===== src/rtl/hermite_resampling_sample_player_top_defines.svh =====
// Assertion macros for the Hermite resampling sample player.
// Included by the modules that carry concurrent checks; needs clk and rst_n in scope.
`ifndef HERMITE_RESAMPLING_SAMPLE_PLAYER_TOP_DEFINES_SVH
`define HERMITE_RESAMPLING_SAMPLE_PLAYER_TOP_DEFINES_SVH

// Same-cycle implication, disabled during reset
`define HRSP_ASSERT_IMP(lbl, ante, cons, msg) \
  lbl: assert property (@(posedge clk) disable iff (!rst_n) (ante) |-> (cons)) \
    else $error(msg);

// Next-cycle implication, disabled during reset
`define HRSP_ASSERT_NXT(lbl, ante, cons, msg) \
  lbl: assert property (@(posedge clk) disable iff (!rst_n) (ante) |=> (cons)) \
    else $error(msg);

`endif


===== src/rtl/hrsp_pkg.sv =====
// Shared types, codes and constants of the Hermite resampling sample player.
// No dependencies; imported by every module of the block.
package hrsp_pkg;

  // Store geometry and number formats
  localparam int MAX_FRAMES  = 4096;
  localparam int FRAME_AW    = $clog2(MAX_FRAMES);
  localparam int LEN_W       = FRAME_AW + 1;
  localparam int SAMPLE_W    = 16;
  localparam int FRAC_W      = 16;
  localparam int PHASE_W     = FRAME_AW + FRAC_W;
  localparam int RATE_W      = 18;
  localparam int GAIN_W      = 16;

  // Shared multiply-accumulate unit widths
  localparam int ACC_W       = 22;
  localparam int MUL_B_W     = 17;
  localparam int PROD_W      = ACC_W + MUL_B_W;

  // Request codes
  localparam logic [1:0] REQ_WRITE   = 2'd0;
  localparam logic [1:0] REQ_PLAY    = 2'd1;
  localparam logic [1:0] REQ_RESTART = 2'd2;

  // Configuration register indexes
  localparam int CFG_IDX_W = 3;
  localparam int CFG_DATA_W = 18;
  localparam logic [CFG_IDX_W-1:0] CFG_GAIN   = 3'd0;
  localparam logic [CFG_IDX_W-1:0] CFG_RATE   = 3'd1;
  localparam logic [CFG_IDX_W-1:0] CFG_LOOP   = 3'd2;
  localparam logic [CFG_IDX_W-1:0] CFG_FRAMES = 3'd3;
  localparam logic [CFG_IDX_W-1:0] CFG_STEREO = 3'd4;

  // Configuration reset values
  localparam logic [GAIN_W-1:0] GAIN_RST   = 16'd32768;
  localparam logic [RATE_W-1:0] RATE_RST   = 18'd65536;
  localparam logic [LEN_W-1:0]  FRAMES_RST = 13'd4096;
  localparam logic [LEN_W-1:0]  LEN_MIN    = 13'd4;
  localparam logic [LEN_W-1:0]  LEN_MAX    = 13'd4096;

  // Rounding constant for the gain step (one half in Q.16)
  localparam logic [FRAC_W-1:0] ROUND_HALF = 16'h8000;

  typedef struct packed {
    logic        [1:0]          req_type;
    logic        [FRAME_AW-1:0] frame_index;
    logic signed [SAMPLE_W-1:0] sample_left;
    logic signed [SAMPLE_W-1:0] sample_right;
  } hrsp_in_t;

  typedef struct packed {
    logic signed [SAMPLE_W-1:0] out_left;
    logic signed [SAMPLE_W-1:0] out_right;
    logic                       past_end;
  } hrsp_out_t;

  typedef struct packed {
    logic signed [SAMPLE_W-1:0] left;
    logic signed [SAMPLE_W-1:0] right;
  } hrsp_frame_t;

  // Store write port
  typedef struct packed {
    logic                en;
    logic [FRAME_AW-1:0] addr;
    hrsp_frame_t         data;
  } hrsp_mem_wr_t;

  // One operation of the shared MAC: res = ((res * mul_b + rnd * 2^15) >>> 16) + addend
  typedef struct packed {
    logic                    en;
    logic                    rnd;
    logic signed [MUL_B_W-1:0] mul_b;
    logic signed [ACC_W-1:0]   addend;
  } hrsp_mac_op_t;

  typedef enum logic [2:0] {
    ST_IDLE,
    ST_SETUP,
    ST_READ,
    ST_COEF,
    ST_MAC,
    ST_SAT
  } hrsp_state_t;

endpackage


===== src/rtl/hrsp_mac.sv =====
// Shared multiply-accumulate unit used for every Horner step and the gain step.
// Depends on hrsp_pkg.
module hrsp_mac import hrsp_pkg::*; (
  input  logic                    clk,
  input  logic                    rst_n,
  input  hrsp_mac_op_t            op,
  output logic signed [ACC_W-1:0] res
);

  logic signed [ACC_W-1:0]  res_r;
  logic signed [ACC_W-1:0]  res_nxt;
  logic signed [PROD_W-1:0] prod;
  logic signed [PROD_W-1:0] sum;

  // res * b, optional half-LSB rounding, floor shift by the fraction width, add
  always_comb begin
    prod    = res_r * op.mul_b;
    sum     = prod + (op.rnd ? PROD_W'({ROUND_HALF}) : '0);
    res_nxt = sum[FRAC_W +: ACC_W] + op.addend;
  end

  // accumulator starts from zero so the load step (b = 0) is always defined
  always_ff @(posedge clk) begin
    if (!rst_n) begin
      res_r <= '0;
    end else if (op.en) begin
      res_r <= res_nxt;
    end
  end

  assign res = res_r;

endmodule


===== config.mk =====
export PLATFORM = sky130hd
export DESIGN_NAME = hrsp_mac
export DESIGN_NICKNAME = d
export VERILOG_FILES = /design/src/rtl/hermite_resampling_sample_player_top_defines.svh /design/src/rtl/hrsp_pkg.sv /design/src/rtl/hrsp_mac.sv
export SDC_FILE = /design/constraint.sdc
export NUM_CORES = 1
export LEC_CHECK = 0
export BUFFER_PORTS_ARGS = -buffer_cell sky130_fd_sc_hd__buf_2
export CAP_MARGIN = 20
export CORE_MARGIN = 2
export CORE_UTILIZATION = 55
export CTS_CLUSTER_DIAMETER = 100
export DETAILED_ROUTE_END_ITERATION = 16
export GPL_TIMING_DRIVEN = 1
export PLACE_DENSITY = 0.72
export RECOVER_POWER = 100
export SYNTH_ARGS = -nofsm -noshare
export SYNTH_HDL_FRONTEND = slang
export SYNTH_SLANG_ARGS = --single-unit

===== constraint.sdc =====
create_clock -name clk -period 9.31 [get_ports clk]
set_input_delay 0.4655 -clock clk [delete_from_list [all_inputs] [get_ports clk]]
set_output_delay 0.4655 -clock clk [all_outputs]
set_load 0.005 [all_outputs]

== Word-level counts from Yosys, hierarchy flattened ==
Index checks and enable logic that the tools add are counted.

* Memories: 0
* Output and inout port bits: 22
* Bits in writable memories: 0
* Logic and storage cells: 5
* Bits of input ports: 43
* Bits in read-only memories: 0
* Latch bits: 0
* Register bits: 22

* Multipliers: 1
* $add $sub $neg: 2
* Bitwise operators: 0
* Order comparisons: 0
* Eq/ne operators: 0
* Multiplexer cells: 1
* Reductions and logical operators: 0
* Shifts and indexed selects: 0
* Divide/modulo/power cells: 0

{| class="wikitable"
|+ Operator list
! kind !! number
|-
| 38-bit by 16-bit adder with 38-bit output || 1
|-
| 22-bit by 17-bit multiplier with 38-bit output || 1
|-
| 22-bit adder || 1
|-
| 16-bit 2-to-1 mux || 1
|}

== Depth between registers and ports, before layout ==
Gate-level depths: netlist (run 1).

* Depth after elaboration: 3
* Mapped depth: 34

== Worst setup path after synthesis (run 1) ==
No wires, ideal clock.

* Kind: in2reg
* Start point: in op[24] (netlist bit)
* End point: reg res_r[21], in the netlist res[21]
* Cell stages on the path: 28
* Library setup time: 64 ps
* Arrival: 7778 ps
* Setup slack: 1468 ps
* Path through: clkbuf_1 nand2_1 fa_1 fa_1 fa_1 inv_1 fa_1 fa_1 inv_1 fa_1 inv_1 ha_1 a2111oi_2 a31oi_1 a32o_2 nor2_1 o21ai_0 a21o_1 xor2_1 ha_1 or3_1 or2_2 nand4_1 o21ai_1 o221ai_1 o21ai_0 or4_1 nand4_1

* Cells in the longest elaborated chain, start to end: 3

{| class="wikitable"
|+ Ends and longest elaborated chain
! item !! line !! source
|-
| from (decl) || hrsp_mac.sv:6 || <nowiki>input hrsp_mac_op_t op,</nowiki>
|-
| 22-bit by 17-bit multiplier with 38-bit output || hrsp_mac.sv:17 || <nowiki>prod = res_r * op.mul_b;</nowiki>
|-
| 38-bit by 16-bit adder with 38-bit output || hrsp_mac.sv:18 || <nowiki>sum = prod + (op.rnd ? PROD_W'({ROUND_HALF}) : '0);</nowiki>
|-
| 22-bit adder || hrsp_mac.sv:19 || <nowiki>res_nxt = sum[FRAC_W +: ACC_W] + op.addend;</nowiki>
|-
| to (signal assigned) || hrsp_mac.sv:27 || <nowiki>res_r <= res_nxt;</nowiki>
|-
| to (decl) || hrsp_mac.sv:10 || <nowiki>logic signed [ACC_W-1:0] res_r;</nowiki>
|}

No other way between the ends.
A chain may end at the register's enable or synchronous reset.

== Worst setup path after layout (run 1) ==
* Start point: reg res_r[14], in the netlist res[14]
* End point: reg res_r[20], in the netlist res[20]

* Cells in the longest elaborated chain, start to end: 3

{| class="wikitable"
|+ Ends and longest elaborated chain
! item !! line
|-
| 22-bit by 17-bit multiplier with 38-bit output || hrsp_mac.sv:17
|-
| 38-bit by 16-bit adder with 38-bit output || hrsp_mac.sv:18
|-
| 22-bit adder || hrsp_mac.sv:19
|}

No other way between the ends.

==> summary.txt, run 1 <==
Outcome
  • Outcome: complete, no violations

Cells and area
  • Share of cells above drive strength 1: 0.0488
  • Final design area excluding fillers: 15400 µm²
  • Commonest cells after routing, fill and taps aside: 392 x inv_1, 366 x fa_1, 218 x nand2_1
  • Area growth syn-to-layout: 4.69%
  • Fillers: 2332
  • Largest register FFs: 22
  • Most common cell after layout, fill and taps aside: inv_1
  • Final nets: 2180
  • # diodes: 0

Setup path
  • CP peak stage delay: 0.73 ns
  • Crit path max fanout: 14
  • Critical Path RT: 9.50 ns
  • Crit end category: flop
  • Most frequent cell on the critical path: fa_1
  • Arr. time, crit path: 8.99 ns
  • Type of origin of the critical path: flop
  • FF-to-FF setup slack: 0.51 ns
  • Critical path class: reg -> reg
  • Critical path startpoint: res[14]
  • R2R Path Start: res[14]
  • Reg2Reg Depth: 29
  • CP Capture Point: res[20]
  • Crit-path slowest cell: clkbuf_1
  • R2R Path End: res[20]

Place
  • GPL Wtd Cong: 0.925
  • Post-Place Setup Slack: 0.683 ns
  • Placement-stage cell area: 15400 µm²
  • Dpl hpwl: 30500 µm
  • # port buffers: 64

CTS
  • CTS tree: done
  • Post-CTS Setup Bufs: 0
  • Clk Latency, worst-skew pair: 0.26 ns
  • Total CTS buffers: 3
  • Clock slew at reported path FFs: 0.06 ns
  • Cts repair resizes: 0
  • Clock Sinks: 22
  • H-tree Lvls: 1
  • Clock buffer depth: 2
  • Hold_buf cts: 0
  • Root Driver: clkbuf_16

Floorplan
  • Die height: 168 µm
  • Core area: 26100 µm²
  • Die Span X: 168 µm
  • # IOs: 65
  • DIE AREA: 28100 µm²
  • Cell row count: 59
  • Initial core utilization: 0.563

Yosys
  • Avg Synthesized Cell Area: 8.98 µm²
  • Net Count, Synth: 2157
  • Register area share after synthesis: 0.0299
  • Ys Warns: 0
  • Cells after Synth: 1638
  • Seq cells post-synth: 22
  • Number of enable flip-flop cells after synthesis: 0
  • Synthesized cell area: 14700 µm²
  • Ys async rst share: 0
  • Primary FF master, synth: dfxtp_1
  • Post-synthesis cell type count: 53

Timing
  • Fin Setup TNS: 0 ns
  • Final Critical Period: 8.80 ns
  • Worst-margin pin slew: 1.02 ns
  • Final Skew: 0.00356 ns
  • RSZ-0062 raised after global routing: false
  • Slew Limit Fails: 0
  • Final setup vio count: 0
  • Ratio of final minimum period to clock period: 0.945
  • Setup ws final: 0.507 ns
  • Max_slew headroom: 0.322
  • Max frequency: 114 MHz
  • Hold Vio Cnt, Final: 0

Global routing
  • Congestion Overflow GR: 0
  • GRT Resource Usage Total: 0.275
  • Initial antenna violation count: 0
  • First-pass GRT wire length: 60800 µm
  • Largest net degree at the start of global routing: 31
  • Vias in the first global route: 12079

Routing
  • Post-DR wirelength/cell: 18.0 µm
  • DR vias: 10912
  • Initial DRT Pass Iterations: 5
  • Routed WL: 35900 µm
  • Via/cell ratio: 5.47
  • Initial DRC count: 611
  • ANT nets after route: 0
  • DRC Markers: 0

Job
  • Maxcap violations: 0

Hold path
  • HP Class: reg -> reg
worst min path at each step:
stage / start / end / slack [ns] / cells past startpoint
floorplan: res[11] / res[11] / 0.53 / 2
global placement: res[10] / res[10] / 0.50 / 2
detailed placement: res[10] / res[10] / 0.51 / 2
CTS: res[10] / res[10] / 0.53 / 2
global route: res[10] / res[10] / 0.58 / 2
finish: res[10] / res[10] / 0.54 / 2
through the flow:
| step | hold WS [ns] | util | instances |
|---|---|---|---|
| 6_report | 0.536 | 0.589 | 1995 |
| 3_5_place_dp | 0.514 | 0.588 | 1991 |
| 2_1_floorplan | 0.530 | - | 1638 |
| 3_3_place_gp | 0.503 | 0.588 | 1991 |
| 4_1_cts | 0.529 | 0.592 | 1995 |
| 5_1_grt | 0.577 | 0.589 | 1995 |
Yosys cell counts, types with 20 or more instances:
| master | count | share of area |
|---|---|---|
| o21ai_0 | 20 | 0.0068 |
| clkbuf_1 | 67 | 0.017 |
| nand2_1 | 218 | 0.056 |
| dfxtp_1 | 22 | 0.030 |
| inv_1 | 392 | 0.10 |
| a21oi_1 | 29 | 0.0099 |
| nor2_1 | 38 | 0.0097 |
| fa_1 | 366 | 0.50 |
| xnor2_1 | 34 | 0.020 |
| ha_1 | 110 | 0.094 |
| a21o_1 | 24 | 0.012 |
| and2_1 | 166 | 0.071 |
critical path: cells and delay by family (launching register included):
family                     cells  cell delay (ns)
and+or+nand+nor                7             0.98
adders and majority gates      8             3.80
AOI/OAI and AO/OA              9             2.37
xor gates and xnor gates       1             0.12
buffers and inverters          4             0.89
DFF                            1             0.55
layout make-up:
class | instances | area (µm²) | area share
clock buffers | 3 | 75.1 | 0.00487
well taps | 335 | 419 | 0.0272
clock inverters | 1 | 30.0 | 0.00195
inverters | 392 | 1470 | 0.0955
multi-input cells | 1155 | 12500 | 0.814
flip-flops and latches | 22 | 440 | 0.0286
repair buffers | 87 | 427 | 0.0277
metal layers:
metal	part of all wire	GRT usage
met2	0.52	0.497
met4	0.038	0.0911
met5	0	0
met3	0.062	0.0390
met1	0.38	0.339
kinds of logic after synthesis:
family | Yosys count | share of synthesized area
compound gates | 123 | 0.0580
xor+xnor | 49 | 0.0292
fa+ha+maj | 476 | 0.591
buf+inv | 461 | 0.118
flops | 22 | 0.0299
mux | 11 | 0.00757
simple gates | 496 | 0.166
Power of run 1 is not shown: default switching activity piles up to over one toggle a cycle in this logic, so the estimate is an artifact.
==> inputs of run 2 (changes only) <==
--- a/config.mk
+++ b/config.mk
@@ -5,14 +5,14 @@
 export SDC_FILE = /design/constraint.sdc
 export NUM_CORES = 1
 export LEC_CHECK = 0
+export ABC_AREA = 1
 export BUFFER_PORTS_ARGS = -buffer_cell sky130_fd_sc_hd__buf_2
 export CAP_MARGIN = 20
 export CORE_MARGIN = 2
-export CORE_UTILIZATION = 55
+export CORE_UTILIZATION = 35
 export CTS_CLUSTER_DIAMETER = 100
 export DETAILED_ROUTE_END_ITERATION = 16
 export GPL_TIMING_DRIVEN = 1
-export PLACE_DENSITY = 0.72
 export RECOVER_POWER = 100
 export SYNTH_ARGS = -nofsm -noshare
 export SYNTH_HDL_FRONTEND = slang
==> summary.txt, run 2 <==
Outcome
  • Outcome: complete, no violations

CTS
  • Clock Sinks: 22
  • Clock buffer depth: 2
  • Root Driver: clkbuf_16
  • Post-CTS Setup Bufs: 0
  • Clk Latency, worst-skew pair: 0.26 ns
  • H-tree Lvls: 1
  • Clock slew at reported path FFs: 0.07 ns
  • Total CTS buffers: 3
  • CTS tree: done
  • Hold_buf cts: 0
  • Cts repair resizes: 0

Global routing
  • Largest net degree at the start of global routing: 28
  • Congestion Overflow GR: 0
  • GRT Resource Usage Total: 0.194
  • First-pass GRT wire length: 72800 µm
  • Vias in the first global route: 13779
  • Initial antenna violation count: 0

Cells and area
  • Fillers: 4847
  • Register area: 440 µm²
  • Most common cell after layout, fill and taps aside: inv_1
  • Multi-input logic area: 12700 µm²
  • Final nets: 2661
  • Largest register FFs: 22
  • Commonest cells after routing, fill and taps aside: 635 x inv_1, 546 x nand2_1, 366 x fa_1
  • Utilization after layout: 0.373
  • Share of cells above drive strength 1: 0.0430
  • Area growth syn-to-layout: 5.83%

Yosys
  • Synth area leaders: fa_1 46%, inv_1 15%, nand2_1 13%, ha_1 8.7%, dfxtp_1 2.8%
  • Largest family of logic cells by synthesized area: adder cells
  • Net Count, Synth: 2652
  • Synth top area share: 0.461
  • Number of enable flip-flop cells after synthesis: 0
  • Post-synthesis mux area share: 0
  • Post-synthesis cell type count: 39
  • Synth Area in Adders: 0.547
  • Synth Area in XOR/XNOR: 0.0204
  • Ys async rst share: 0
  • Primary FF master, synth: dfxtp_1
  • Synthesized cell area: 15900 µm²
  • Seq cells post-synth: 22
  • Ys Warns: 0
  • Compound-cell area share of the yosys netlist: 0.0519
  • Avg Synthesized Cell Area: 7.45 µm²
  • Top cells by instance count after synthesis: 635 x inv_1, 546 x nand2_1, 366 x fa_1
  • Register area share after synthesis: 0.0277
  • Top cell type by total area after synthesis: fa_1
  • Cells after Synth: 2133
  • Top-count cell post-synth: inv_1
  • Simple-Gate Fraction of Synth Area: 0.180

Routing
  • DRC Markers: 0
  • Routed WL: 43700 µm
  • ANT nets after route: 0
  • Via/cell ratio: 4.72
  • WL met1: 20000 µm
  • Post-DR wirelength/cell: 15.9 µm
  • DR vias: 12951
  • Routed met3 length: 1780 µm
  • Initial DRT Pass Iterations: 5
  • Met2 WL post-DR: 21500 µm
  • DR top layer: met4
  • Initial DRC count: 710

Floorplan
  • Die Span X: 217 µm
  • Core area: 45100 µm²
  • DIE AREA: 47100 µm²
  • Initial core utilization: 0.353
  • Die height: 217 µm
  • Cell row count: 78
  • # IOs: 65

Timing
  • Ratio of final minimum period to clock period: 0.884
  • Worst-margin pin slew: 1.12 ns
  • Slew Limit Fails: 0
  • Final Critical Period: 8.23 ns
  • Fin Setup TNS: 0 ns
  • Hold Vio Cnt, Final: 0
  • Final Skew: 0.00694 ns
  • Final setup vio count: 0
  • Max_slew headroom: 0.250
  • Max frequency: 121 MHz
  • RSZ-0062 raised after global routing: false

Setup path
  • Critical path class: reg -> reg
  • FF-to-FF setup slack: 1.08 ns
  • Crit-path slowest cell: dfxtp_1
  • Type of origin of the critical path: flop
  • Critical Path RT: 9.47 ns
  • Buf/Inv on CP: 7
  • Crit path max fanout: 11
  • CP peak stage delay: 0.80 ns
  • Arr. time, crit path: 8.39 ns
  • Top delay family on crit path: adder cells
  • Crit end category: flop

Place
  • # port buffers: 64
  • GPL Wtd Cong: 0.879
  • Dpl hpwl: 37700 µm

Job
  • Maxcap violations: 0

Hold path
  • HP Class: in -> reg
-- run 2: cell types whose count changed after synthesis, sizes merged, moves of 12 or more --
cell,change
nand2,+334
inv,+248
and2,-166
nor2,+72
a21oi,+33
o21ai,+30
xnor2,-25
nand3,+20
nor2b,-15
xor2,+13
a21o,-12
nand2b,-12
-- run 2: routing by layer --
layer,global-route usage,vias up
met4,0.0233,0
met5,0,-
met1,0.274,6594
met3,0.0120,30
li1,-,6054
met2,0.337,273
-- run 2: tightest hold or removal path, stage by stage --
cell	delay [ns]
buf_2	0.11
o21ai_0	0.07
nor2_1	0.05
-- run 2: final cells by class --
type / instances / area share
repair buffers: 89 / 0.0262
well taps: 600 / 0.0446
flip-flops and latches: 22 / 0.0262
clock buffers: 3 / 0.00446
multi-input cells: 1384 / 0.755
inverters: 642 / 0.143
diodes: 1 / 0.000149
-- run 2: logic make-up after synthesis --
| kind of cell | after synthesis |
|---|---|
| adders and majority gates | 476 |
| xor gates and xnor gates | 37 |
| DFF | 22 |
| and+or+nand+nor | 726 |
| AOI/OAI and AO/OA | 145 |
| buffers and inverters | 727 |
-- run 2: per-stage QoR --
stage / std cells / hold slack [ns] / worst slack, ns / instance area [µm²]
finish: 2741 / 0.477 / 1.08 / 16800
floorplan: 2133 / 0.601 / 2.58 / 15900
detailed placement: 2737 / 0.578 / 1.50 / 16800
CTS: 2740 / 0.473 / 1.47 / 16900
global placement: 2737 / 0.587 / 1.49 / 16800
global route: 2740 / 0.487 / 0.614 / 16800
-- run 2: worst paths after layout --
kind              cells after the start       to    from
setup / recovery                     30  res[15]  res[7]
hold reg to reg                       2   res[0]  res[0]
setup reg to reg                     30  res[15]  res[7]
hold / removal                        3   res[1]   rst_n
Power of run 2 is left out for the same reason.
==> inputs of run 3 (changes only) <==
==> constraint.sdc (replaced) <==
create_clock -name clk -period 10.25 [get_ports clk]
set_input_delay 0.5125 -clock clk [delete_from_list [all_inputs] [get_ports clk]]
set_output_delay 0.5125 -clock clk [all_outputs]
set_load 0.005 [all_outputs]
==> summary.txt, run 3 (same netlist as run 2, synthesis figures left out) <==
Timing
  • Final Critical Period: 8.49 ns
  • Slew Limit Fails: 0
  • Final setup vio count: 0
  • RSZ-0062 raised after global routing: false
  • Hold Vio Cnt, Final: 0
  • Max_slew headroom: 0.0815
  • Max frequency: 118 MHz
  • Setup ws final: 1.76 ns
  • Ratio of final minimum period to clock period: 0.829
  • Fin Setup TNS: 0 ns
  • Worst-margin pin slew: 1.38 ns
  • Final Skew: 0.00530 ns

Setup path
  • Reg2Reg Depth: 27
  • Crit path max fanout: 17
  • Crit end category: flop
  • Type of origin of the critical path: flop
  • Critical Path RT: 10.41 ns
  • Arr. time, crit path: 8.65 ns
  • Critical path class: reg -> reg

Floorplan
  • Initial core utilization: 0.353
  • DIE AREA: 47100 µm²
  • Core area: 45100 µm²
  • Cell row count: 78
  • Die Span X: 217 µm
  • # IOs: 65
  • Die height: 217 µm

Hold path
  • Cells on Worst Hold Path: 3
  • HP Class: in -> reg

Routing
  • WL met1: 18700 µm
  • Routed met3 length: 1880 µm
  • Initial DRC count: 673
  • DR vias: 12953
  • DR top layer: met5
  • Routed WL: 41800 µm
  • DRC Markers: 0
  • Post-DR wirelength/cell: 15.3 µm
  • Initial DRT Pass Iterations: 5
  • Met2 WL post-DR: 20400 µm
  • Via/cell ratio: 4.73
  • ANT nets after route: 0

CTS
  • Total CTS buffers: 3
  • H-tree Lvls: 1
  • Post-CTS Setup Bufs: 0
  • Clock Sinks: 22
  • Root Driver: clkbuf_16
  • CTS tree: done
  • Clk Latency, worst-skew pair: 0.26 ns
  • Cts repair resizes: 0
  • Hold_buf cts: 0
  • Clock slew at reported path FFs: 0.07 ns
  • Clock buffer depth: 2

Global routing
  • Congestion Overflow GR: 0
  • Largest net degree at the start of global routing: 28
  • GRT Resource Usage Total: 0.185
  • Vias in the first global route: 13908
  • Initial antenna violation count: 1
  • First-pass GRT wire length: 70300 µm

Place
  • Post-Place Setup Slack: 2.41 ns
  • GPL Wtd Cong: 0.925
  • Placement-stage cell area: 16800 µm²
  • Dpl hpwl: 36200 µm
  • # port buffers: 64

Cells and area
  • Most common cell after layout, fill and taps aside: inv_1
  • Commonest cells after routing, fill and taps aside: 635 x inv_1, 546 x nand2_1, 366 x fa_1
  • Share of cells above drive strength 1: 0.0416
  • Area growth syn-to-layout: 5.69%
  • Fillers: 4861
  • Final design area excluding fillers: 16800 µm²
  • Final nets: 2658
  • # diodes: 0
  • Largest register FFs: 22

Job
  • Maxcap violations: 0

Outcome
  • Outcome: complete, no violations
==> run 3: per-stage QoR <==
step,util,cells,hold slack (ns)
6_report,0.373,2738,0.540
5_1_grt,0.373,2738,0.551
4_1_cts,0.375,2738,0.528
3_3_place_gp,0.373,2734,0.545
3_5_place_dp,0.373,2734,0.553
2_1_floorplan,-,2133,0.613
==> run 3: cell type report <==
type	instances	area, µm²	area share
multi-input combinational	1384	12700	0.756
inverter	642	2410	0.143
tap	600	751	0.0447
sequential	22	440	0.0262
timing repair buffer	86	414	0.0246
clock buffer	4	88.8	0.00529
==> run 3: worst max-delay path, cell delays in order (launching register included) <==
cell      delay [ns]
dfxtp_1         0.31
clkbuf_1        0.84
inv_1           0.29
nand2_1         0.30
fa_1            0.47
fa_1            0.50
inv_1           0.05
fa_1            0.50
fa_1            0.47
fa_1            0.50
inv_1           0.05
fa_1            0.47
inv_1           0.05
ha_1            0.36
nand2_1         0.11
nor2_1          0.20
nand3_1         0.10
o21ai_0         0.48
a21oi_1         0.16
xnor2_1         0.44
ha_1            0.40
a21oi_1         0.21
nand2_1         0.11
a21oi_1         0.41
o21ai_0         0.23
xor2_1          0.18
o21ai_1         0.12
inv_1           0.06
==> run 3: worst paths after layout <==
path         slack, ns  endpoint   start
max               1.76   res[15]  res[0]
min               0.54    res[1]   rst_n
max reg2reg       1.76   res[15]  res[0]
min reg2reg       0.56    res[2]  res[2]
==> run 3: per-layer routing <==
| metal | GRT usage | vias to the layer above |
|---|---|---|
| met5 | 0 | - |
| met4 | 0.0340 | 2 |
| met3 | 0.0176 | 52 |
| met2 | 0.325 | 269 |
| met1 | 0.250 | 6578 |
| li1 | - | 6052 |
Power of run 3 is left out for the same reason.
